[src/rtl/rtnh_pkg.sv]
package rtnh_pkg;

    localparam int COORD_WIDTH_DEF = 32;
    localparam int FRAC_BITS_DEF   = 16;
    localparam int DIST_WIDTH      = 32;
    localparam int CFG_WIDTH       = 32;
    localparam int ADDR_WIDTH      = 5;

    // register indexes
    localparam logic [2:0] REG_ORIGIN_X = 3'd0;
    localparam logic [2:0] REG_ORIGIN_Y = 3'd1;
    localparam logic [2:0] REG_ORIGIN_Z = 3'd2;
    localparam logic [2:0] REG_DIR_X    = 3'd3;
    localparam logic [2:0] REG_DIR_Y    = 3'd4;
    localparam logic [2:0] REG_DIR_Z    = 3'd5;
    localparam logic [2:0] REG_MAX_DIST = 3'd6;
    localparam logic [2:0] REG_DET_EPS  = 3'd7;

    // multiply-accumulate step codes
    typedef enum logic [4:0] {
        OP_NONE,
        OP_P_X0, OP_P_X1, OP_P_Y0, OP_P_Y1, OP_P_Z0, OP_P_Z1,
        OP_Q_X0, OP_Q_X1, OP_Q_Y0, OP_Q_Y1, OP_Q_Z0, OP_Q_Z1,
        OP_DET0, OP_DET1, OP_DET2,
        OP_UN0, OP_UN1, OP_UN2,
        OP_VN0, OP_VN1, OP_VN2,
        OP_TN0, OP_TN1, OP_TN2
    } mac_op_t;

    typedef enum logic [2:0] {
        ST_IDLE,
        ST_MAC,
        ST_FIX,
        ST_CHECK,
        ST_DIV,
        ST_DONE,
        ST_OUT
    } state_t;

    typedef struct packed {
        logic    load;
        mac_op_t op;
        logic    hi;
        logic    fix_sign;
        logic    div_start;
        logic    div_step;
        logic    commit;
    } cmd_t;

    typedef struct packed {
        logic pass;
        logic div_last;
        logic closer;
    } sts_t;

endpackage

[src/rtl/rtnh_ctrl.sv]
module rtnh_ctrl
    import rtnh_pkg::*;
(
    input  logic clk,
    input  logic rst_n,
    input  logic in_fire,
    input  logic last_in,
    input  logic out_busy,
    input  sts_t sts,
    output cmd_t cmd,
    output logic in_ready,
    output logic emit
);

    state_t  state_reg, state_next;
    mac_op_t op_reg, op_next;
    logic    hi_reg, hi_next;
    logic    last_reg, last_next;

    always_ff @(posedge clk or negedge rst_n)
    begin
        if (!rst_n)
        begin
            state_reg <= ST_IDLE;
            op_reg    <= OP_NONE;
            hi_reg    <= 1'b0;
            last_reg  <= 1'b0;
        end
        else
        begin
            state_reg <= state_next;
            op_reg    <= op_next;
            hi_reg    <= hi_next;
            last_reg  <= last_next;
        end
    end

    // sequence the shared multiplier, checks and divider
    always_comb
    begin
        state_next = state_reg;
        op_next    = op_reg;
        hi_next    = hi_reg;
        last_next  = last_reg;
        cmd        = '0;
        cmd.op     = OP_NONE;
        in_ready   = 1'b0;
        emit       = 1'b0;
        case (state_reg)
            ST_IDLE:
            begin
                in_ready = 1'b1;
                if (in_fire)
                begin
                    cmd.load   = 1'b1;
                    last_next  = last_in;
                    op_next    = OP_P_X0;
                    hi_next    = 1'b0;
                    state_next = ST_MAC;
                end
            end
            ST_MAC:
            begin
                cmd.op = op_reg;
                cmd.hi = hi_reg;
                // dot product terms take a low and a high half
                if ((op_reg inside {[OP_DET0:OP_TN2]}) && !hi_reg)
                    hi_next = 1'b1;
                else
                begin
                    hi_next = 1'b0;
                    if (op_reg == OP_TN2)
                    begin
                        op_next    = OP_NONE;
                        state_next = ST_FIX;
                    end
                    else
                        op_next = mac_op_t'(op_reg + 1'b1);
                end
            end
            ST_FIX:
            begin
                cmd.fix_sign = 1'b1;
                state_next   = ST_CHECK;
            end
            ST_CHECK:
            begin
                if (sts.pass)
                begin
                    cmd.div_start = 1'b1;
                    state_next    = ST_DIV;
                end
                else
                    state_next = ST_OUT;
            end
            ST_DIV:
            begin
                cmd.div_step = 1'b1;
                if (sts.div_last)
                    state_next = ST_DONE;
            end
            ST_DONE:
            begin
                // keep the hit only when strictly nearer
                if (sts.closer)
                    cmd.commit = 1'b1;
                state_next = ST_OUT;
            end
            ST_OUT:
            begin
                if (!last_reg)
                    state_next = ST_IDLE;
                else if (!out_busy)
                begin
                    emit       = 1'b1;
                    state_next = ST_IDLE;
                end
            end
            default: state_next = ST_IDLE;
        endcase
    end

endmodule

[config.mk]
export PLATFORM = sky130hd
export DESIGN_NAME = rtnh_ctrl
export DESIGN_NICKNAME = d
export VERILOG_FILES = /design/src/rtl/rtnh_pkg.sv /design/src/rtl/rtnh_ctrl.sv
export SDC_FILE = /design/constraint.sdc
export NUM_CORES = 1
export LEC_CHECK = 0
export ABC_AREA = 1
export BUFFER_PORTS_ARGS = -buffer_cell sky130_fd_sc_hd__buf_4
export CAP_MARGIN = 0
export CORE_MARGIN = 2
export CORE_UTILIZATION = 52
export DETAILED_ROUTE_END_ITERATION = 12
export PLACE_DENSITY = 0.77
export SETUP_SLACK_MARGIN = 0.4
export SLEW_MARGIN = 20
export SYNTH_ARGS = -nofsm -noshare
export SYNTH_HDL_FRONTEND = slang
export SYNTH_SLANG_ARGS = --single-unit
[constraint.sdc]
create_clock -name clk -period 1.5 [get_ports clk]
set_input_delay 0.3 -clock clk [delete_from_list [all_inputs] [get_ports clk]]
set_output_delay 0.3 -clock clk [all_outputs]
set_load 0.03 [all_outputs]
* Word-level counts from Yosys, hierarchy flattened
Cells that the tools add are included.
Word-level totals: flip-flop bits (word level) 10, output and inout bits 13, word-level logic and storage cells 56
Cells by class: muxes and demuxes 28, equal/unequal tests 12, add/sub/neg operators 1, magnitude comparators 2, reduce and logical (&&, ||, !) cells 9
Operators by type and width (count):
- 3-bit one-hot mux with 7 select lines | 1
- 3-bit two-way mux | 6
- 5-bit two-way mux | 3
- 1-bit two-way mux | 14
- 5-bit one-hot mux with 2 select lines | 1
- 3-bit == test (second input constant) | 3
- 2-bit inequality test (second input constant) | 4
- 3-bit by 2-bit == test with 1-bit output (second input constant) | 2
- 6-bit two-way mux | 1
- 5-bit by 1-bit adder with 5-bit output (second input constant) | 1
- 5-bit == test (second input constant) | 1
- 5-bit by 4-bit greater-or-equal comparator with 1-bit output (second input constant) | 1
- 5-bit less-or-equal comparator (second input constant) | 1
- 5-bit AND reduction | 1
- 2-bit AND reduction | 2
- 3-bit by 1-bit == test with 1-bit output (second input constant) | 1
- 3-bit logical NOT | 1
- 3-bit inequality test (second input constant) | 1
- 3-bit AND reduction | 1
- 1-bit logical AND | 2
- 2-bit two-way mux | 1
- 1-bit one-hot mux with 2 select lines | 1
- 2-bit nonzero test | 1
- 1-bit logical NOT | 1

* Depth between registers and ports, before layout
Gate-level depths: netlist of the first run.
word-level depth 5, mapped depth 10

* Worst setup path before layout of the first run
Ideal clock, no wire load.
kind register to output, start point register state_reg[0], end point output cmd[10] in the netlist's numbering, path buffers 1, stages on the path, launching flop included 5, data required time 1.200 ns, path slack -0.190 ns, arrival time 1.390 ns, cell sequence dfrtp_1 buf_6 nor3_2 nand2_2 inv_1
RTL lines:
- from (decl) | line rtnh_ctrl.sv:15 | state_t state_reg, state_next;
- from (signal assigned) | line rtnh_ctrl.sv:31 | state_reg <= state_next;
- to (decl) | line rtnh_ctrl.sv:10 | output cmd_t cmd,

==> results.md, run 1 <==
| Stage | Result | Reported |
|---|---|---|
| drt | Wire length reported by the detailed router | 2.48 mm |
| global route | Total gr overflow | 0 |
| global route | Aggregate global-route resource usage | 26.4% |
| clock tree | H-Tree Depth | 1 |
| flow run | Max_cap viols | 0 |
| worst hold path | Classification of the worst-slack hold path | input pin to flop |
| global route | Vias in the first global route | 838 |
| worst setup path | CP startpoint kind | flop |
| sta | Pins Over Slew Limit | 0 |
| logic synthesis | Post-Synthesis Mean Instance Area | 6.85 sq um |
| final layout | Fraction of final layout cells with drive strength greater than 1 | 53.7% |
| clock tree | Number of buffers created by CTS | 3 |
| sta | Peak Freq | 593 MHz |
| floorplanning | Floorplan die width | 44.6 um |
| drt | DRT antenna net count | 0 |
| floorplanning | Height of the die | 44.6 um |
| floorplanning | Effective utilization at floorplan | 56.2% |
| logic synthesis | Post-Syn Instances | 125 |
| sta | Setup repair after global routing missed its margin | true |
| logic synthesis | Post-Syn Area | 856 sq um |
| clock tree | Clk_lat worst skew | 0.29 ns |
| drt | DRC | 0 |
| place | GP Congestion | 0.807 |
| worst setup path | Endpoint required time on the critical path | 1.20 ns |
| worst setup path | CP max FO | 8 |
| clock tree | TritonCTS clock tree | yes |
| final layout | Nets | 174 |
| worst setup path | Slack of the worst reg-to-reg path | 0.03 ns |
| sta | Setup Viol. Count Final | 12 |
| worst setup path | Data arrival time of the critical path | 1.39 ns |
| sta | Minimum clock period | 1.69 ns |
| floorplanning | Area of the die | 1990 sq um |
| sta | Normalized max-slew margin | 76.5% |
| clock tree | Clock-pin slew reported for the worst setup and hold paths after clock tree synthesis | 0.08 ns |
| clock tree | Number of buffers on the longest clock path | 2 |
| sta | Number of failing hold endpoints at the final stage | 0 |
| global route | Wire length of the first global-routing pass | 3.68 mm |
| power and ir drop | Cell Pwr Density | 1850 nW/um^2 |
| logic synthesis | Sequential share of the synthesized area | 29.2% |
| worst hold path | WHS Endpoint | last_reg |
| power and ir drop | Peak supply drop | 1.30 mV |
| logic synthesis | Ranking of synthesized cells by area | dfrtp_1 (29%), nand2_1 (17%), nor2_1 (8.3%) |
| clock tree | Sink Count | 10 |
| clock tree | Cell chosen for the clock root | clkbuf_4 |
| worst setup path | Critical register-to-register path startpoint | state_reg[2] |
| sta | Final setup slack of the worst path | -0.188 ns |
| logic synthesis | Number of nets produced by synthesis | 136 |
| logic synthesis | Post-synth top area cell | dfrtp_1 |
| logic synthesis | Number of different library cells in the post-synthesis netlist | 24 |
| drt | Starting DRC count in detailed routing | 29 |
| drt | Routed via count divided by cell count | 5.25 |
| worst setup path | Critical path start-end classification | flop to output pin |
| worst hold path | Cell depth of the worst min-delay path | 3 |
| status | Failing checks | setup timing |
| worst setup path | Reg2Reg Depth | 8 |
| logic synthesis | Share of Yosys cell area claimed by the top area cell type | 29.2% |
| sta | Total negative slack for setup checks | -1.64 ns |
| drt | Via count | 934 |
| sta | Final Cycle Share | 113% |
| place | IO buf count | 20 |
| floorplanning | Number of I/O pins | 21 |
| worst setup path | Endpoint of the most critical register-to-register path | op_reg[3] |
| logic synthesis | Count of synthesis-stage warnings from yosys | 0 |
| place | Estimated wirelength of the detail-placed design | 1.54 mm |
| final layout | Max FFs per register | 5 |
| final layout | Number of antenna cells inserted | 0 |
| power and ir drop | Static leakage power | 0.688 nW |
| worst hold path | Startpoint of the worst hold path | last_in |
| final layout | Relative area change from synthesis to final layout | 60.5% |
| sta | Slew @ Worst Pin | 0.353 ns |
| final layout | Filler cell count in the final layout | 79 |
| drt | Wire length per cell after detailed routing | 13.9 um |
| status | Outcome | finished with violations |
| sta | Hold slack final | 0.203 ns |
| global route | Pin count of the biggest net entering global routing | 11 |
| floorplanning | Core area | 1520 sq um |
| sta | Final clock skew | 0.0132 ns |
| floorplanning | Number of rows in the core area | 14 |
| logic synthesis | Number of synthesized register bits | 10 |
| drt | Iteration count of the initial detailed-routing pass | 4 |
| worst setup path | Sort of element at the end of the critical path | output pin |
| global route | Initial antenna violation count | 0 |
-- worst max-delay path, cell delays in order, from the launching register on --
cell     delay, ns
dfrtp_2       0.47
inv_4         0.10
nand2_4       0.07
nor2_4        0.14
inv_6         0.09
nor2_4        0.10
buf_6         0.14
-- kinds of logic (layout without fill, tap and decap cells) --
| family | after synthesis | after routing | share of synthesized area [%] |
|---|---|---|---|
| xor+xnor | 1 | 1 | 1.02 |
| compound gates | 4 | 4 | 2.63 |
| simple gates | 87 | 88 | 50.7 |
| buf+inv | 20 | 56 | 12.0 |
| fa+ha+maj | 3 | 3 | 4.39 |
| flops | 10 | 10 | 29.2 |
-- final cells by class --
class / count / area, sq um / area share, %
Tap cell: 16 / 20.0 / 1.46
Clock buffer: 4 / 36.3 / 2.64
Sequential cell: 10 / 254 / 18.5
Multi-Input combinational cell: 96 / 676 / 49.2
Timing Repair Buffer: 35 / 310 / 22.6
Inverter: 17 / 77.6 / 5.65
-- layer usage --
layer / track usage, % / vias to the layer above / routed length [um]
li1: - / 457 / -
met1: 28.2 / 443 / 962
met2: 47.8 / 29 / 1390
met3: 7.76 / 5 / 95
met4: 10.9 / 0 / 37
met5: 0 / - / 0
-- cells in the mapped netlist (all sizes together) --
master / n
a21boi: 1
a21oi: 1
buf: 2
clkbuf: 1
dfrtp: 10
ha: 3
inv: 17
nand2: 46
nand3: 12
nand3b: 2
nand4: 1
nor2: 24
nor3: 2
o21ai: 2
xnor2: 1
-- timing repair --
action / 4_1_cts / 5_1_grt
hold endpoints to repair: 10 / 0
buffers inserted: 6 / 4
hold buffers: 1 / 0
pin swaps: 3 / 6
setup endpoints to repair: 23 / 23
gates resized for setup: 13 / 19
cloned: 0 / 1
-- worst max path at each step --
| stage | end | slack [ns] | cells after the start | startpoint |
|---|---|---|---|---|
| 5_1_grt | cmd[4] | -0.22 | 6 | state_reg[1] |
| 6_report | cmd[4] | -0.19 | 6 | state_reg[1] |
| 4_1_cts | cmd[9] | -0.14 | 6 | state_reg[1] |
| 2_1_floorplan | cmd[10] | -0.003 | 4 | state_reg[2] |
| 3_3_place_gp | emit | 0.03 | 5 | state_reg[2] |
| 3_5_place_dp | state_reg[1] | 0.01 | 8 | state_reg[0] |
-- cells in the final DEF, fill, tap and decap left out, drive strengths merged --
cell,instances
clkbuf,4
dfrtp,10
xnor2,1
inv,16
buf,34
nor3,2
a21oi,1
a21boi,1
o21ai,2
nand2,47
nand3,12
dlygate4sd3,1
ha,3
nor2,24
nand4,1
clkinvlp,1
nand3b,2
-- report_power, final --
part / switching (mW) / internal, mW / total [mW]
Combinational: 1.06 / 0.733 / 1.79
Clock: 0.110 / 0.148 / 0.258
Sequential: 0.147 / 0.351 / 0.498
-- stage by stage --
| step | utilization (%) | setup WS (ns) | instances | power (mW) | area (sq um) |
|---|---|---|---|---|---|
| 6_report | 90.1 | -0.188 | 178 | 2.55 | 1370 |
| 5_1_grt | 90.1 | -0.222 | 178 | 2.68 | 1370 |
| 4_1_cts | 83.4 | -0.138 | 173 | 2.27 | 1270 |
| 3_5_place_dp | 74.7 | 0.0117 | 162 | 1.87 | 1140 |
| 3_3_place_gp | 74.7 | 0.0301 | 162 | 1.82 | 1140 |
| 2_1_floorplan | - | -0.00267 | 125 | 1.57 | 975 |
(Power assumes the default switching activity.)
==> inputs of run 2 (changes only) <==
RECOVER_POWER = 100   (was unset)
==> results.md, run 2 (same netlist as run 1, synthesis figures left out) <==
| Stage | Result | Reported |
|---|---|---|
| status | Outcome | finished with violations |
| status | Failing checks | setup timing |
| sta | Setup repair after global routing missed its margin | true |
| clock tree | Cell chosen for the clock root | clkbuf_4 |
| global route | Aggregate global-route resource usage | 26.4% |
| final layout | Fraction of final layout cells with drive strength greater than 1 | 53.1% |
| floorplanning | Number of I/O pins | 21 |
| power and ir drop | Peak supply drop | 1.30 mV |
| final layout | Number of antenna cells inserted | 0 |
| power and ir drop | Cell Pwr Density | 1850 nW/um^2 |
| final layout | Max FFs per register | 5 |
| worst setup path | Sort of element at the end of the critical path | output pin |
| global route | Total gr overflow | 0 |
| sta | Pins Over Slew Limit | 0 |
| worst setup path | CP max FO | 8 |
| drt | Wire length per cell after detailed routing | 13.8 um |
| final layout | Top library cells by usage in the layout, fill and taps aside | nand2_1 (31), buf_4 (21), nor2_4 (15), buf_6 (12) |
| worst setup path | Worst setup endpoint | cmd[4] |
| power and ir drop | Static leakage power | 0.684 nW |
| drt | Routed via count divided by cell count | 5.23 |
| clock tree | TritonCTS clock tree | yes |
| sta | Final clock skew | 0.0123 ns |
| place | Place WS | 0.0117 ns |
| final layout | Most common library cell in the layout ignoring fill and taps | nand2_1 |
| worst setup path | Reg2Reg Depth | 8 |
| worst hold path | Classification of the worst-slack hold path | input pin to flop |
| floorplanning | Height of the die | 44.6 um |
| worst setup path | Critical register-to-register path startpoint | state_reg[2] |
| worst setup path | Endpoint of the most critical register-to-register path | op_reg[3] |
| floorplanning | Area of the die | 1990 sq um |
| worst setup path | Data arrival time of the critical path | 1.38 ns |
| global route | Wire length of the first global-routing pass | 3.68 mm |
| drt | DRC | 0 |
| clock tree | Clock-pin slew reported for the worst setup and hold paths after clock tree synthesis | 0.08 ns |
| global route | Pin count of the biggest net entering global routing | 11 |
| place | IO buf count | 20 |
| sta | Final Cycle Share | 112% |
| floorplanning | Number of rows in the core area | 14 |
| final layout | Filler cell count in the final layout | 81 |
| drt | Via count | 931 |
| clock tree | H-Tree Depth | 1 |
| floorplanning | Effective utilization at floorplan | 56.2% |
| worst setup path | Critical path start-end classification | flop to output pin |
| sta | Minimum clock period | 1.68 ns |
| clock tree | Number of buffers created by CTS | 3 |
| drt | Iteration count of the initial detailed-routing pass | 4 |
| worst setup path | CP startpoint kind | flop |
| sta | Setup Viol. Count Final | 12 |
| sta | Final setup slack of the worst path | -0.184 ns |
| worst setup path | Endpoint required time on the critical path | 1.20 ns |
| worst setup path | Worst setup path startpoint | state_reg[1] |
| flow run | Max_cap viols | 0 |
| sta | Number of failing hold endpoints at the final stage | 0 |
| drt | Starting DRC count in detailed routing | 29 |
| place | Estimated wirelength of the detail-placed design | 1.54 mm |
| floorplanning | Core area | 1520 sq um |
| sta | Normalized max-slew margin | 63.0% |
| global route | Initial antenna violation count | 0 |
| floorplanning | Floorplan die width | 44.6 um |
| clock tree | Clk_lat worst skew | 0.29 ns |
| sta | Slew @ Worst Pin | 0.555 ns |
| drt | DRT antenna net count | 0 |
| sta | Total negative slack for setup checks | -1.62 ns |
| global route | Vias in the first global route | 838 |
| worst setup path | Slack of the worst reg-to-reg path | 0.02 ns |
| final layout | Relative area change from synthesis to final layout | 60.1% |
| sta | Peak Freq | 594 MHz |
| place | GP Congestion | 0.807 |
| clock tree | Sink Count | 10 |
| drt | Wire length reported by the detailed router | 2.46 mm |
| final layout | Nets | 174 |
| clock tree | Number of buffers on the longest clock path | 2 |
## run 2: cell count changes in the layout (fill, tap and decap cells not counted), sizes merged
cell    change
buf         -1
clkbuf      +1
## run 2: worst min path at each step
stage / cells past startpoint / startpoint / slack (ns) / endpoint
floorplan: 0 / rst_n / 0.004 / hi_reg
finish: 3 / last_in / 0.20 / last_reg
detailed placement: 1 / rst_n / 0.13 / state_reg[2]
global placement: 1 / rst_n / 0.13 / state_reg[2]
CTS: 3 / last_in / 0.21 / last_reg
global route: 3 / last_in / 0.22 / last_reg
## run 2: area by class of cell
class	instances	area [sq um]	share of cell area [%]
timing repair buffer	35	307	22.4
multi-input combinational	96	676	49.3
tap	16	20.0	1.46
clock buffer	4	36.3	2.65
sequential	10	254	18.5
inverter	17	77.6	5.66
## run 2: per-layer routing
metal	vias up	GRT usage [%]	wire length (um)
li1	457	-	-
met1	440	28.2	951
met2	30	47.8	1390
met3	4	7.76	88
met4	0	10.9	33
met5	-	0	0
## run 2: timing repair
item | 4_1_cts | 5_1_grt
gates resized for setup | 13 | 19
hold endpoints to repair | 10 | 0
pin swaps | 3 | 6
gates cloned | 0 | 1
setup endpoints to repair | 23 | 23
hold buffers | 1 | 0
buffers inserted | 6 | 4
## run 2: where the power goes
| group | leakage (nW) | internal, mW | switching, mW |
|---|---|---|---|
| clock | 0.0210 | 0.148 | 0.109 |
| combinational | 0.536 | 0.732 | 1.05 |
| sequential | 0.127 | 0.351 | 0.146 |
| total | 0.684 | 1.23 | 1.31 |
## run 2: per-stage QoR
step	total power [mW]	hold WS [ns]	util (%)	instance area [sq um]	cells
after floorplan	1.57	0.00441	-	975	125
after global placement	1.82	0.134	74.7	1140	162
after detailed placement	1.87	0.134	74.7	1140	162
after CTS	2.27	0.206	83.4	1270	173
after global routing	2.68	0.224	89.9	1370	178
final	2.54	0.204	89.9	1370	178
## run 2: critical path, stage by stage (launching register included)
cell	delay (ns)
dfrtp_2	0.47
inv_4	0.10
nand2_4	0.07
nor2_4	0.14
inv_6	0.09
nor2_4	0.10
buf_6	0.14
==> inputs of run 3 (changes only) <==
CELL_PAD_IN_SITES_DETAIL_PLACEMENT = 0   (was unset)
CELL_PAD_IN_SITES_GLOBAL_PLACEMENT = 2   (was unset)
CORE_UTILIZATION = 28   (was 52)
==> results.md, run 3 (same netlist as run 1, synthesis figures left out) <==
| Stage | Result | Reported |
|---|---|---|
| status | Outcome | finished with violations |
| status | Failing checks | setup timing |
| drt | Wire length reported by the detailed router | 2.20 mm |
| place | GP Congestion | 0.791 |
| place | Estimated wirelength of the detail-placed design | 1.63 mm |
| final layout | Number of antenna cells inserted | 0 |
| final layout | Area of combinational cells with multiple inputs | 717 sq um |
| worst setup path | Buffers and inverters on the worst path | 3 |
| final layout | Max FFs per register | 5 |
| clock tree | Number of buffers on the longest clock path | 2 |
| floorplanning | Core area | 2980 sq um |
| drt | DRC | 0 |
| sta | Setup repair after global routing missed its margin | true |
| drt | Routed via count divided by cell count | 4.52 |
| worst setup path | Endpoint required time on the critical path | 1.20 ns |
| worst setup path | Reg2Reg Depth | 10 |
| worst setup path | Max stage delay on crit path | 0.46 ns |
| power and ir drop | P_int | 1.35 mW |
| drt | DRT antenna net count | 0 |
| worst setup path | Endpoint of the most critical register-to-register path | op_reg[3] |
| clock tree | Clk_lat worst skew | 0.27 ns |
| final layout | Top library cells by usage in the layout, fill and taps aside | nand2_1 (26), buf_4 (20), nor2_4 (16), buf_6 (16), nand2_2 (12) |
| worst setup path | Slowest library cell on the worst path | dfrtp_2 |
| sta | Peak Freq | 621 MHz |
| final layout | Count of placed standard cells in the final layout, fillers left out | 199 |
| sta | Hold slack final | 0.218 ns |
| worst setup path | CP startpoint kind | flop |
| drt | Wire length per cell after detailed routing | 11.0 um |
| sta | Total negative slack for setup checks | -0.982 ns |
| flow run | Max_cap viols | 0 |
| drt | Starting DRC count in detailed routing | 28 |
| floorplanning | Number of I/O pins | 21 |
| final layout | Nets | 178 |
| worst setup path | CP max FO | 7 |
| clock tree | H-Tree Depth | 1 |
| power and ir drop | Part of the power in combinational logic | 72.2% |
| sta | Final clock skew | 0.00685 ns |
| sta | Final setup slack of the worst path | -0.110 ns |
| place | Place WS | 0.0383 ns |
| final layout | Layout Cell Area excl Fill | 1490 sq um |
| worst setup path | CP Cell Sequence | inv_4 > nand2_4 > nor2_4 > inv_6 > nor2_4 > buf_6 |
| worst hold path | WHS Endpoint | last_reg |
| sta | Slew @ Worst Pin | 0.525 ns |
| worst hold path | Classification of the worst-slack hold path | input pin to flop |
| sta | Final Cycle Share | 107% |
| power and ir drop | Clock share of power | 9.1% |
| floorplanning | Height of the die | 59.3 um |
| global route | Initial antenna violation count | 0 |
| floorplanning | Floorplan die width | 59.3 um |
| worst setup path | Critical path start-end classification | flop to output pin |
| floorplanning | Area of the die | 3510 sq um |
| final layout | Fraction of final layout cells with drive strength greater than 1 | 60.2% |
| power and ir drop | Net Sw Power | 1.30 mW |
| clock tree | Sink Count | 10 |
| sta | Setup Viol. Count Final | 12 |
| place | Instance area after placement | 1190 sq um |
| drt | Via count | 899 |
| worst setup path | Delay-heaviest family, CP | flip-flops |
| clock tree | Cell chosen for the clock root | clkbuf_4 |
| worst setup path | Data arrival time of the critical path | 1.31 ns |
| final layout | Filler cell count in the final layout | 319 |
| sta | Normalized max-slew margin | 65.0% |
| worst setup path | Critical register-to-register path startpoint | op_reg[0] |
| power and ir drop | Peak supply drop | 0.640 mV |
| sta | Number of failing hold endpoints at the final stage | 0 |
| floorplanning | Number of rows in the core area | 20 |
| worst hold path | Cell depth of the worst min-delay path | 3 |
| place | Total placed cells including tap cells | 183 |
| worst setup path | Worst setup path startpoint | state_reg[1] |
| final layout | Post-Route Utilization | 50.0% |
| worst setup path | Most used cell along the critical path | nor2_4 |
| global route | Total gr overflow | 0 |
| power and ir drop | Static leakage power | 0.723 nW |
| power and ir drop | Total power consumption of the routed design | 2.66 mW |
| global route | Pin count of the biggest net entering global routing | 11 |
| floorplanning | Effective utilization at floorplan | 28.7% |
| global route | Aggregate global-route resource usage | 14.5% |
| drt | Iteration count of the initial detailed-routing pass | 2 |
| power and ir drop | Net Sw Frac | 49.1% |
| worst setup path | Slack of the worst reg-to-reg path | 0 ns |
| clock tree | TritonCTS clock tree | yes |
| power and ir drop | Cell Pwr Density | 1780 nW/um^2 |
| sta | Pins Over Slew Limit | 0 |
| final layout | Register area | 254 sq um |
| global route | Wire length of the first global-routing pass | 3.83 mm |
| worst hold path | Startpoint of the worst hold path | last_in |
| clock tree | Clock-pin slew reported for the worst setup and hold paths after clock tree synthesis | 0.07 ns |
| power and ir drop | Part of the power in registers | 18.6% |
| final layout | Relative area change from synthesis to final layout | 74.1% |
| place | IO buf count | 20 |
| clock tree | Number of buffers created by CTS | 3 |
| sta | Minimum clock period | 1.61 ns |
| final layout | Most common library cell in the layout ignoring fill and taps | nand2_1 |
| worst setup path | Sort of element at the end of the critical path | output pin |
| global route | Vias in the first global route | 871 |
[run 3: power by group through the flow]
stage               Clock [mW]  Combinational (mW)  Sequential, mW
finish                   0.242                1.92           0.495
global route             0.268                2.09           0.510
CTS                      0.254                1.73           0.499
detailed placement           0                1.45           0.499
global placement             0                1.46           0.498
floorplan                    0                1.15           0.421
[run 3: worst max path at each step]
stage / to / cells after the start / slack [ns]
floorplan: cmd[10] / 4 / -0.003
global placement: op_reg[4] / 8 / 0.03
detailed placement: emit / 5 / 0.04
CTS: cmd[9] / 6 / -0.13
global route: cmd[7] / 6 / -0.19
finish: cmd[9] / 6 / -0.11
[run 3: worst register-to-register path: stages (launching register included)]
cell	delay, ns
dfrtp_1	0.42
inv_2	0.10
ha_4	0.13
inv_2	0.04
nor2_4	0.13
nor2_4	0.04
nor2_2	0.24
nand2_4	0.13
nand2_4	0.11
nand2_2	0.06
nand2_2	0.06
[run 3: routing by layer]
| metal | vias to the layer above | track usage (%) | share of wire, % |
|---|---|---|---|
| met5 | - | 0 | 0 |
| met3 | 0 | 4.59 | 3.6 |
| li1 | 467 | - | - |
| met2 | 14 | 25.0 | 54 |
| met1 | 418 | 17.7 | 43 |
| met4 | 0 | 2.92 | 0 |
[run 3: final cells by class]
type / count / area share, %
multi-input combinational: 96 / 48.1
tap: 33 / 2.77
clock buffer: 4 / 2.43
timing repair buffer: 39 / 24.4
sequential: 10 / 17.0
inverter: 17 / 5.21
[run 3: timing repair]
action                                  4_1_cts  5_1_grt
gates cloned                                  1        0
hold buffers                                  1        0
resized for setup                            26       25
endpoints found under the setup margin       23       23
pin swaps                                     7        8
endpoints found under the hold margin        10        0
setup buffers                                 8        2
